--- src/design/rsp_pkg.sv ---
// rsp_pkg: shared types, constants and helpers of the road segment projector
// no dependencies; imported by rsp_div and road_segment_projector

package rsp_pkg;

  // configuration port
  localparam int unsigned CFG_IDX_W  = 3;
  localparam int unsigned CFG_DATA_W = 16;

  typedef enum logic [CFG_IDX_W-1:0] {
    REG_SCREEN_WIDTH   = 3'd0,
    REG_SCREEN_HEIGHT  = 3'd1,
    REG_ROAD_WIDTH     = 3'd2,
    REG_SEGMENT_LENGTH = 3'd3,
    REG_CAMERA_DEPTH   = 3'd4
  } cfg_reg_t;

  // register reset values
  localparam logic [12:0] SCREEN_WIDTH_RST   = 13'd1024;
  localparam logic [12:0] SCREEN_HEIGHT_RST  = 13'd768;
  localparam logic [15:0] ROAD_WIDTH_RST     = 16'd2000;
  localparam logic [11:0] SEGMENT_LENGTH_RST = 12'd200;
  localparam logic [15:0] CAMERA_DEPTH_RST   = 16'd215;
  localparam logic [15:0] CLIP_LINE_RST      = 16'd768;

  // pixel saturation limits
  localparam logic [15:0] PIX_MIN = 16'h8000;
  localparam logic [15:0] PIX_MAX = 16'h7FFF;
  localparam logic [14:0] HW_MAX  = 15'h7FFF;

  // offset and slope saturation limits
  localparam logic [31:0] OFS_MIN = 32'h8000_0000;
  localparam logic [31:0] OFS_MAX = 32'h7FFF_FFFF;
  localparam logic [23:0] SLP_MIN = 24'h80_0000;
  localparam logic [23:0] SLP_MAX = 24'h7F_FFFF;

  // shared divider: 17 quotient bits, the top one flags overflow
  localparam int unsigned DIVIDEND_W = 45;
  localparam int unsigned DIVISOR_W  = 28;
  localparam int unsigned QUO_W      = 17;

  typedef struct packed {
    logic               done;
    logic               ovf;
    logic [QUO_W-2:0]   quo;
  } div_res_t;

  // (n / 3) mod 2 through a reciprocal, exact for 12-bit n
  function automatic logic stripe_of(input logic [11:0] n);
    logic [25:0] p;
    p = 26'(n) * 26'd2731;
    return p[13];
  endfunction

endpackage

--- src/design/road_segment_projector.sv ---
// road_segment_projector: pseudo-3d road segment projection, one segment per transfer
// depends on rsp_pkg and rsp_div (shared restoring divider)
//
//   channel  | handshake          | payload
//   ---------+--------------------+-------------------------------------------------
//   cfg      | cfg_valid/ready    | cfg_index, cfg_data (register write)
//   in       | in_valid/in_stall  | first, segment_number, cam_x, cam_y, seg_height,
//            |                    | seg_curve
//   out      | out_valid/out_stall| screen_x, screen_y, half_width, prev_*,
//            |                    | clip_limit, visible, stripe
//
// a segment holds the block from its transfer to the earliest next input transfer;
// three 17-step divisions through the one shared divider follow the products and
// are skipped when its depth is zero; the products go through one registered
// 30x19 multiplier, one per cycle.
// synchronous reset loads the register defaults and the frame state; in_stall is
// high during reset and while a segment is in work.
// a finished result waits in the output register; a new segment is taken meanwhile,
// and the sequencer only holds in its last step while that register is full and stalled.

module road_segment_projector (
  input  logic                              clk,
  input  logic                              rst,
  // configuration
  input  logic                              cfg_valid,
  output logic                              cfg_ready,
  input  logic [rsp_pkg::CFG_IDX_W-1:0]     cfg_index,
  input  logic [rsp_pkg::CFG_DATA_W-1:0]    cfg_data,
  // segment input
  input  logic                              in_valid,
  output logic                              in_stall,
  input  logic                              first,
  input  logic [11:0]                       segment_number,
  input  logic signed [20:0]                cam_x,
  input  logic signed [16:0]                cam_y,
  input  logic signed [15:0]                seg_height,
  input  logic signed [9:0]                 seg_curve,
  // projection result
  output logic                              out_valid,
  input  logic                              out_stall,
  output logic signed [15:0]                screen_x,
  output logic signed [15:0]                screen_y,
  output logic [14:0]                       half_width,
  output logic signed [15:0]                prev_x,
  output logic signed [15:0]                prev_y,
  output logic [14:0]                       prev_half_width,
  output logic signed [15:0]                clip_limit,
  output logic                              visible,
  output logic                              stripe
);
  import rsp_pkg::*;

  typedef enum logic [4:0] {
    ST_IDLE,
    ST_MUL_DEPTH,
    ST_MUL_CW,
    ST_MUL_CH,
    ST_MUL_BX,
    ST_MUL_BY,
    ST_MUL_HW,
    ST_MUL_XLO,
    ST_MUL_XHI,
    ST_MUL_Y,
    ST_SUM,
    ST_PREP,
    ST_DX,
    ST_DX_WAIT,
    ST_DY,
    ST_DY_WAIT,
    ST_DH,
    ST_DH_WAIT,
    ST_FIN
  } state_t;

  state_t state;

  // configuration registers
  logic [12:0] screen_width;
  logic [12:0] screen_height;
  logic [15:0] road_width;
  logic [11:0] segment_length;
  logic [15:0] camera_depth;

  // frame state
  logic [31:0] curve_offset;
  logic [23:0] curve_slope;
  logic [15:0] clip_line;
  logic [15:0] depth_count;
  logic [15:0] last_x;
  logic [15:0] last_y;
  logic [14:0] last_hw;

  // segment in work
  logic [20:0] item_cam_x;
  logic [16:0] item_cam_y;
  logic [15:0] item_height;
  logic [9:0]  item_curve;
  logic        item_stripe;

  // working registers of the sequence
  logic [32:0] dx;          // cam_x*256 - offset, signed
  logic [27:0] depth;
  logic [28:0] cam_w;       // c*W
  logic [28:0] cam_h;       // c*H
  logic [44:0] base_x;      // depth*(W+65537)
  logic [44:0] base_y;      // depth*(H+65537)
  logic [44:0] hw_prod;     // c*W*road_width
  logic [44:0] part_lo;     // c*W*dx[15:0]
  logic [45:0] part_hi;     // c*W*dx[32:16], signed
  logic [46:0] y_prod;      // c*H*dy, signed
  logic [46:0] x_diff;      // signed
  logic [63:0] num_x;       // signed, offset by half the output range
  logic [63:0] num_y;       // signed, offset by half the output range
  logic [45:0] num_hw;
  logic [15:0] res_x;
  logic [15:0] res_y;
  logic [14:0] res_hw;

  // shared multiplier
  logic signed [29:0] mul_a;
  logic signed [18:0] mul_b;
  logic signed [48:0] prod;

  // combinational helpers
  logic        accept;
  logic        out_free;
  logic [17:0] dy;
  logic [16:0] wide_w;
  logic [16:0] wide_h;
  logic [53:0] y_diff;
  logic [32:0] ofs_sum;
  logic [24:0] slp_sum;
  logic [31:0] curve_offset_next;
  logic [23:0] curve_slope_next;
  logic        visible_next;

  // divider hookup
  logic                  div_start;
  logic [DIVIDEND_W-1:0] div_dividend;
  div_res_t              div_res;

  assign cfg_ready = !rst;
  assign in_stall  = rst || (state != ST_IDLE);
  assign accept    = in_valid && !in_stall;
  assign out_free  = !out_valid || !out_stall;

  // height difference of the road line to the camera, signed
  assign dy     = {{2{item_height[15]}}, item_height} - {item_cam_y[16], item_cam_y};
  assign wide_w = {4'b0, screen_width} + 17'd65537;
  assign wide_h = {4'b0, screen_height} + 17'd65537;
  assign y_diff = {1'b0, base_y, 8'b0} - {{7{y_prod[46]}}, y_prod};

  // saturating frame updates
  assign ofs_sum = {curve_offset[31], curve_offset} + {{9{curve_slope[23]}}, curve_slope};
  assign slp_sum = {curve_slope[23], curve_slope} + {{15{item_curve[9]}}, item_curve};
  assign curve_offset_next = (ofs_sum[32] != ofs_sum[31]) ?
                             (ofs_sum[32] ? OFS_MIN : OFS_MAX) : ofs_sum[31:0];
  assign curve_slope_next  = (slp_sum[24] != slp_sum[23]) ?
                             (slp_sum[24] ? SLP_MIN : SLP_MAX) : slp_sum[23:0];

  // drawn when in front of the camera and above the current clip line
  assign visible_next = (depth != '0) && ($signed(res_y) < $signed(clip_line));

  // operand selection for the one multiplier, one product per state
  always_comb begin
    mul_a = '0;
    mul_b = '0;
    case (state)
      ST_MUL_DEPTH: begin
        mul_a = {14'b0, depth_count};
        mul_b = {7'b0, segment_length};
      end
      ST_MUL_CW: begin
        mul_a = {14'b0, camera_depth};
        mul_b = {6'b0, screen_width};
      end
      ST_MUL_CH: begin
        mul_a = {14'b0, camera_depth};
        mul_b = {6'b0, screen_height};
      end
      ST_MUL_BX: begin
        mul_a = {2'b0, depth};
        mul_b = {2'b0, wide_w};
      end
      ST_MUL_BY: begin
        mul_a = {2'b0, depth};
        mul_b = {2'b0, wide_h};
      end
      ST_MUL_HW: begin
        mul_a = {1'b0, cam_w};
        mul_b = {3'b0, road_width};
      end
      ST_MUL_XLO: begin
        mul_a = {1'b0, cam_w};
        mul_b = {3'b0, dx[15:0]};
      end
      ST_MUL_XHI: begin
        mul_a = {1'b0, cam_w};
        mul_b = {{2{dx[32]}}, dx[32:16]};
      end
      ST_MUL_Y: begin
        mul_a = {1'b0, cam_h};
        mul_b = {dy[17], dy};
      end
      default: begin
        mul_a = '0;
        mul_b = '0;
      end
    endcase
  end

  always_ff @(posedge clk) begin
    prod <= mul_a * mul_b;
  end

  // divider start and dividend: floor(n / 2^k) first, then divide by the depth
  always_comb begin
    div_start    = 1'b0;
    div_dividend = {8'b0, num_hw[45:9]};
    case (state)
      ST_DX: begin
        div_start    = 1'b1;
        div_dividend = num_x[61:17];
      end
      ST_DY: begin
        div_start    = 1'b1;
        div_dividend = num_y[61:17];
      end
      ST_DH: begin
        div_start    = 1'b1;
        div_dividend = {8'b0, num_hw[45:9]};
      end
      default: begin
        div_start    = 1'b0;
        div_dividend = {8'b0, num_hw[45:9]};
      end
    endcase
  end

  rsp_div u_div (
    .clk      (clk),
    .rst      (rst),
    .start    (div_start),
    .dividend (div_dividend),
    .divisor  (depth),
    .res      (div_res)
  );

  // undo the half-range offset of the axis quotient and saturate
  function automatic logic [15:0] axis_sat(input logic neg, input div_res_t r);
    logic [15:0] v;
    if (neg) begin
      v = PIX_MIN;
    end else if (r.ovf) begin
      v = PIX_MAX;
    end else begin
      v = {~r.quo[15], r.quo[14:0]};
    end
    return v;
  endfunction

  // configuration writes
  always_ff @(posedge clk) begin
    if (rst) begin
      screen_width   <= SCREEN_WIDTH_RST;
      screen_height  <= SCREEN_HEIGHT_RST;
      road_width     <= ROAD_WIDTH_RST;
      segment_length <= SEGMENT_LENGTH_RST;
      camera_depth   <= CAMERA_DEPTH_RST;
    end else if (cfg_valid && cfg_ready) begin
      case (cfg_index)
        REG_SCREEN_WIDTH:   screen_width   <= cfg_data[12:0];
        REG_SCREEN_HEIGHT:  screen_height  <= cfg_data[12:0];
        REG_ROAD_WIDTH:     road_width     <= cfg_data;
        REG_SEGMENT_LENGTH: segment_length <= cfg_data[11:0];
        REG_CAMERA_DEPTH:   camera_depth   <= cfg_data;
        default: begin
        end
      endcase
    end
  end

  // sequencer, frame state and output register
  always_ff @(posedge clk) begin
    if (rst) begin
      state        <= ST_IDLE;
      out_valid    <= 1'b0;
      curve_offset <= '0;
      curve_slope  <= '0;
      clip_line    <= CLIP_LINE_RST;
      depth_count  <= '0;
      last_x       <= '0;
      last_y       <= '0;
      last_hw      <= '0;
    end else begin
      if (out_valid && !out_stall) begin
        out_valid <= 1'b0;
      end
      case (state)
        ST_IDLE: begin
          if (accept) begin
            item_cam_x  <= cam_x;
            item_cam_y  <= cam_y;
            item_height <= seg_height;
            item_curve  <= seg_curve;
            item_stripe <= stripe_of(segment_number);
            // nearest segment: start a new frame
            if (first) begin
              curve_offset <= '0;
              curve_slope  <= '0;
              clip_line    <= {3'b0, screen_height};
              depth_count  <= '0;
              last_x       <= '0;
              last_y       <= '0;
              last_hw      <= '0;
            end
            state <= ST_MUL_DEPTH;
          end
        end
        ST_MUL_DEPTH: begin
          dx    <= {{4{item_cam_x[20]}}, item_cam_x, 8'b0} - {curve_offset[31], curve_offset};
          state <= ST_MUL_CW;
        end
        ST_MUL_CW: begin
          depth <= prod[27:0];
          state <= ST_MUL_CH;
        end
        ST_MUL_CH: begin
          cam_w <= prod[28:0];
          state <= ST_MUL_BX;
        end
        ST_MUL_BX: begin
          cam_h <= prod[28:0];
          state <= ST_MUL_BY;
        end
        ST_MUL_BY: begin
          base_x <= prod[44:0];
          state  <= ST_MUL_HW;
        end
        ST_MUL_HW: begin
          base_y <= prod[44:0];
          state  <= ST_MUL_XLO;
        end
        ST_MUL_XLO: begin
          hw_prod <= prod[44:0];
          state   <= ST_MUL_XHI;
        end
        ST_MUL_XHI: begin
          part_lo <= prod[44:0];
          state   <= ST_MUL_Y;
        end
        ST_MUL_Y: begin
          part_hi <= prod[45:0];
          state   <= ST_SUM;
        end
        ST_SUM: begin
          y_prod <= prod[46:0];
          x_diff <= {2'b0, base_x} - {part_hi[45], part_hi};
          num_hw <= {1'b0, hw_prod} + {10'b0, depth, 8'b0};
          state  <= ST_PREP;
        end
        ST_PREP: begin
          num_x <= {x_diff[46], x_diff, 16'b0} - {19'b0, part_lo};
          num_y <= {{2{y_diff[53]}}, y_diff, 8'b0};
          // zero depth: nothing to project
          if (depth == '0) begin
            res_x  <= '0;
            res_y  <= '0;
            res_hw <= '0;
            state  <= ST_FIN;
          end else begin
            state <= ST_DX;
          end
        end
        ST_DX: begin
          state <= ST_DX_WAIT;
        end
        ST_DX_WAIT: begin
          if (div_res.done) begin
            res_x <= axis_sat(num_x[63], div_res);
            state <= ST_DY;
          end
        end
        ST_DY: begin
          state <= ST_DY_WAIT;
        end
        ST_DY_WAIT: begin
          if (div_res.done) begin
            res_y <= axis_sat(num_y[63], div_res);
            state <= ST_DH;
          end
        end
        ST_DH: begin
          state <= ST_DH_WAIT;
        end
        ST_DH_WAIT: begin
          if (div_res.done) begin
            res_hw <= (div_res.ovf || div_res.quo[15]) ? HW_MAX : div_res.quo[14:0];
            state  <= ST_FIN;
          end
        end
        ST_FIN: begin
          if (out_free) begin
            out_valid       <= 1'b1;
            screen_x        <= res_x;
            screen_y        <= res_y;
            half_width      <= res_hw;
            prev_x          <= last_x;
            prev_y          <= last_y;
            prev_half_width <= last_hw;
            clip_limit      <= clip_line;
            visible         <= visible_next;
            stripe          <= item_stripe;
            if (visible_next) begin
              clip_line <= res_y;
            end
            curve_offset <= curve_offset_next;
            curve_slope  <= curve_slope_next;
            if (depth_count != 16'hFFFF) begin
              depth_count <= depth_count + 16'd1;
            end
            last_x  <= res_x;
            last_y  <= res_y;
            last_hw <= res_hw;
            state   <= ST_IDLE;
          end
        end
        default: begin
          state <= ST_IDLE;
        end
      endcase
    end
  end

`ifndef SYNTHESIS
  // divider finishes only while the sequencer waits on it
  a_div_done_waited: assert property (@(posedge clk) disable iff (rst)
    div_res.done |-> (state == ST_DX_WAIT || state == ST_DY_WAIT || state == ST_DH_WAIT))
    else $error("divider result with no waiting step");

  // a drawn segment lies strictly above the clip line it was tested against
  a_visible_above_clip: assert property (@(posedge clk) disable iff (rst)
    out_valid && visible |-> $signed(screen_y) < $signed(clip_limit))
    else $error("visible segment not above clip line");

  // a new result only leaves the final step of the sequence
  a_result_from_fin: assert property (@(posedge clk) disable iff (rst)
    $rose(out_valid) |-> $past(state == ST_FIN))
    else $error("result raised outside the final step");

  // within a frame the clip line only moves up the screen
  a_clip_moves_up: assert property (@(posedge clk) disable iff (rst)
    !$past(rst) && !$past(in_valid && !in_stall && first) &&
    (clip_line != $past(clip_line)) |-> $signed(clip_line) < $signed($past(clip_line)))
    else $error("clip line moved down within a frame");
`endif

endmodule

--- src/design/rsp_div.sv ---
// rsp_div: restoring divider, one quotient bit per cycle, shared by all projections
// depends on rsp_pkg for widths and the result struct

module rsp_div (
  input  logic                              clk,
  input  logic                              rst,
  input  logic                              start,
  input  logic [rsp_pkg::DIVIDEND_W-1:0]    dividend,
  input  logic [rsp_pkg::DIVISOR_W-1:0]     divisor,
  output rsp_pkg::div_res_t                 res
);
  import rsp_pkg::*;

  localparam int unsigned CNT_W = $clog2(QUO_W + 1);
  localparam int unsigned DVS_W = DIVISOR_W + QUO_W - 1;

  logic [CNT_W-1:0]      count;
  logic                  done;
  logic [DIVIDEND_W-1:0] rem;
  logic [DVS_W-1:0]      dvs;
  logic [QUO_W-1:0]      quo;
  logic                  fits;

  assign fits = rem >= DIVIDEND_W'(dvs);

  always_ff @(posedge clk) begin
    if (rst) begin
      count <= '0;
      done  <= 1'b0;
    end else begin
      done <= 1'b0;
      if (start) begin
        count <= CNT_W'(QUO_W);
      end else if (count != '0) begin
        count <= count - CNT_W'(1);
        if (count == CNT_W'(1)) begin
          done <= 1'b1;
        end
      end
    end
  end

  always_ff @(posedge clk) begin
    if (start) begin
      rem <= dividend;
      dvs <= {divisor, {(QUO_W-1){1'b0}}};
      quo <= '0;
    end else if (count != '0) begin
      if (fits) begin
        rem <= rem - DIVIDEND_W'(dvs);
      end
      quo <= {quo[QUO_W-2:0], fits};
      dvs <= dvs >> 1;
    end
  end

  assign res.done = done;
  assign res.ovf  = quo[QUO_W-1];
  assign res.quo  = quo[QUO_W-2:0];

endmodule

--- config.mk ---
export PLATFORM = sky130hd
export DESIGN_NAME = road_segment_projector
export DESIGN_NICKNAME = d
export VERILOG_FILES = /design/src/design/rsp_pkg.sv /design/src/design/road_segment_projector.sv /design/src/design/rsp_div.sv
export SDC_FILE = /design/constraint.sdc
export NUM_CORES = 2
export LEC_CHECK = 0
export BUFFER_PORTS_ARGS = -buffer_cell sky130_fd_sc_hd__buf_2
export CORE_UTILIZATION = 35
export CTS_CLUSTER_SIZE = 12
export DETAILED_ROUTE_END_ITERATION = 6
export GPL_TIMING_DRIVEN = 0
export PLACE_DENSITY = 0.53
export RECOVER_POWER = 100
export SYNTH_ARGS = -nofsm -noshare
export SYNTH_HDL_FRONTEND = slang
export SYNTH_SLANG_ARGS = --single-unit
export TNS_END_PERCENT = 10
--- constraint.sdc ---
create_clock -name clk -period 34.8 [get_ports clk]
set_input_delay 3.48 -clock clk [delete_from_list [all_inputs] [get_ports clk]]
set_output_delay 3.48 -clock clk [all_outputs]
set_load 0.05 [all_outputs]
==> metrics.txt <==
Num CTS Buffers=132; RePlAce Congestion=0.959; clock share of power=0.345; Hold Crit Class=flip-flop to flip-flop; CTS tree=yes; Highest Clock Rate=72.1 MHz; GRT Overall Usage=0.225; CP Capture Type=flip-flop; Pleak=33.6 nW; CP Data Required Time=35.47 ns; period utilization=0.399; Mean Syn Cell Area=10.4 sq um; overflow left after global routing=0; VDD IR max=0.0000499 V; Comb pwr share=0.235; Max Root-Sink Buffers=3; Post-CTS Resized=0; Hold Buf Count CTS=0; Max H-tree Level=4; Final ANT Viol Nets=0; ys async rst share=0; largest family of logic cells by synthesized area=adder cells; root buf cell=clkbuf_16; fin. max-slew vios=286; post-synth top area cell=edfxtp_1; setup bufs post-CTS=0; largest cells by area after synthesis=edfxtp_1, fa_1, ha_1; core box area=210000 sq um; Synth Area in Adders=0.221; crit path max fanout=10; syn_nets=8237; die span in x=462 um; min Tclk post-route=13.87 ns; #FFs+latches synth=1153; vias per std cell=5.22; synthesized instance count=7125; # IOs=216; Synth warnings=0; routed len/inst=23.0 um; vias in the first global route=54.5k; sequential share of the synthesized area=0.427; most used cell, CP=fa_1; Power, Total=0.00394 W; number of buffers added on ports=214; Starting Density=0.353; CTS sink cnt=1153; # setup viols final=0; pre-CTS setup slack=22.35 ns; ratio of cells with drive above 1 in the final layout=0.0496; initial DRC count=4442; count leader, synth=nand2_1; Max Cap Viol=13; slowest CP cell=nor4b_1; via count=54.5k; initial antenna violation count=19; Post-synth EDFFs=856; Setup Crit Path Kind=flip-flop to flip-flop; die footprint=213000 sq um; Seq pwr share=0.420; WP data arrival=14.54 ns; fillers=20.7k; setup TNS=0 ns; unrepaired setup endpoints after global routing=no; Hold Fails Final Rpt=0; clock skew=0.0592 ns; clk slew on worst S/H paths=0.06 ns; pin count of the biggest net entering global routing=74; switch share=0.314; synth cell count leaders=nand2_1, edfxtp_1, inv_1; Max transition margin=-1.43; CP Launch Type=flip-flop; Largest stage delay, worst path=2.10 ns; first-pass GRT wire length=351 mm; Cell Rows=168; post-route setup slack=20.93 ns; First-pass DRT Iterations=6; status=complete, but fails checks; final core occ=0.395; WHS=0.434 ns; DRC=0; detailed placer's ending HPWL=193 mm; synthesized cell area=74100 sq um; top cell type's share of synthesized area=0.347; Clock Latency Late Sink=0.81 ns; Yosys cell types=102; Area Growth Syn to Fin=12.0%; wirelength, routed=241 mm; failing checks=max-capacitance violations, max-slew violations; PwrDens=47.5 nW/um^2; internal power=0.00270 W; post-synthesis xor/xnor area fraction=0.0388; Slew @ Worst Pin=3.65 ns; simple logic cell fraction of the synthesized area=0.126; ys flop type=edfxtp_1; Final nets=8645; Psw=0.00124 W; mux contribution to synthesized area=0.0116; Die Y=462 um; Compound-Gate Fraction of Synth Area=0.119
==> state kept, by name, indices dropped and copies added (netlist names), 21 cells and up <==
register      count
depth            28
base_y           45
u_div.rem        45
base_x           45
curve_offset     32
hw_prod          37
x_diff           47
num_hw           37
num_y            45
prod             47
part_lo          45
num_x            46
cam_h            29
u_div.dvs        44
y_prod           47
curve_slope      24
dx               33
part_hi          46
cam_w            29
item_cam_x       21
==> kinds of logic after synthesis <==
group | Yosys count
and+or+nand+nor | 2117
AOI/OAI and AO/OA | 1333
DFF | 1153
buffers and inverters | 1095
adders and majority gates | 1016
xor gates and xnor gates | 327
muxes | 84
==> power groups by stage <==
stage | logic [W] | registers [W] | clock network, W
after floorplan | 0.000660 | 0.00167 | 0
after global placement | 0.000898 | 0.00169 | 0
after detailed placement | 0.000928 | 0.00168 | 0
after CTS | 0.000934 | 0.00166 | 0.00139
after global routing | 0.00103 | 0.00166 | 0.00144
final | 0.000926 | 0.00166 | 0.00136
==> cell usage in the layout (no fill, tap or decap), types with 16 or more instances in the layout <==
cell type | netlist | routed
a211oi_1 | 36 | 37
a21o_1 | 126 | 126
a21oi_1 | 377 | 377
a221oi_1 | 17 | 16
a22oi_1 | 99 | 98
a31oi_1 | 24 | 24
and2_1 | 44 | 34
and3_1 | 54 | 54
buf_2 | 16 | 99
clkbuf_1 | 221 | 459
clkbuf_16 | 0 | 135
clkinv_1 | 1 | 18
clkinv_2 | 0 | 18
dfxtp_1 | 297 | 297
edfxtp_1 | 856 | 856
fa_1 | 488 | 488
ha_1 | 523 | 523
inv_1 | 831 | 831
mux2i_1 | 71 | 71
nand2_1 | 887 | 887
nand2b_1 | 89 | 89
nand3_1 | 116 | 116
nand4_1 | 44 | 44
nor2_1 | 615 | 615
nor2b_1 | 53 | 53
nor3_1 | 83 | 82
nor4_1 | 23 | 24
o211ai_1 | 68 | 68
o21a_1 | 62 | 62
o21ai_0 | 228 | 241
o21bai_1 | 34 | 34
o31ai_1 | 47 | 48
or2_2 | 22 | 22
or3_1 | 35 | 35
xnor2_1 | 218 | 218
xor2_1 | 108 | 108
==> routing by layer <==
metal / wire length (um) / GRT usage / share of wire
met3: 15600 / 0.0380 / 0.065
met2: 114000 / 0.376 / 0.47
met4: 10900 / 0.0987 / 0.045
met1: 101000 / 0.284 / 0.42
met5: 33 / 0 / 0.00014
==> area by class of cell <==
type | instances | area [sq um] | area share
Multi-Input combinational cell | 4877 | 38200 | 0.460
Sequential cell | 1153 | 31700 | 0.382
Clock buffer | 187 | 3650 | 0.0440
Tap cell | 2805 | 3510 | 0.0423
Inverter | 832 | 3120 | 0.0376
Timing Repair Buffer | 274 | 1180 | 0.0142
Buffer | 263 | 1050 | 0.0127
Clock inverter | 57 | 579 | 0.00698
Antenna cell | 6 | 15.0 | 0.000181
==> stage by stage <==
stage / cell area [sq um] / instances
4_1_cts: 83700 / 10448
3_3_place_gp: 78700 / 10144
2_1_floorplan: 74100 / 7125
5_1_grt: 83000 / 10454
3_5_place_dp: 79400 / 10204
6_report: 83000 / 10454
==> critical path: cells and delay by family (launching register included) <==
family / cells / cell delay (ns)
adder cells (fa/ha/maj): 9 / 3.92
AO/OA/AOI/OAI: 7 / 3.09
multiplexers: 1 / 0.22
flip-flops: 1 / 0.31
XOR/XNOR: 2 / 0.48
buffers and inverters: 6 / 1.76
AND/OR/NAND/NOR: 8 / 3.93
==> path summary, 6_finish.rpt <==
path              cells past startpoint   endpoint       from  slack [ns]
setup / recovery                     33   prod[46]   state[0]       20.93
hold / removal                        0  prev_x[2]  last_x[2]        0.43
setup reg to reg                     33   prod[46]   state[0]       20.93
hold reg to reg                       0  prev_x[2]  last_x[2]        0.43
Power figures use the tool's default switching activity.
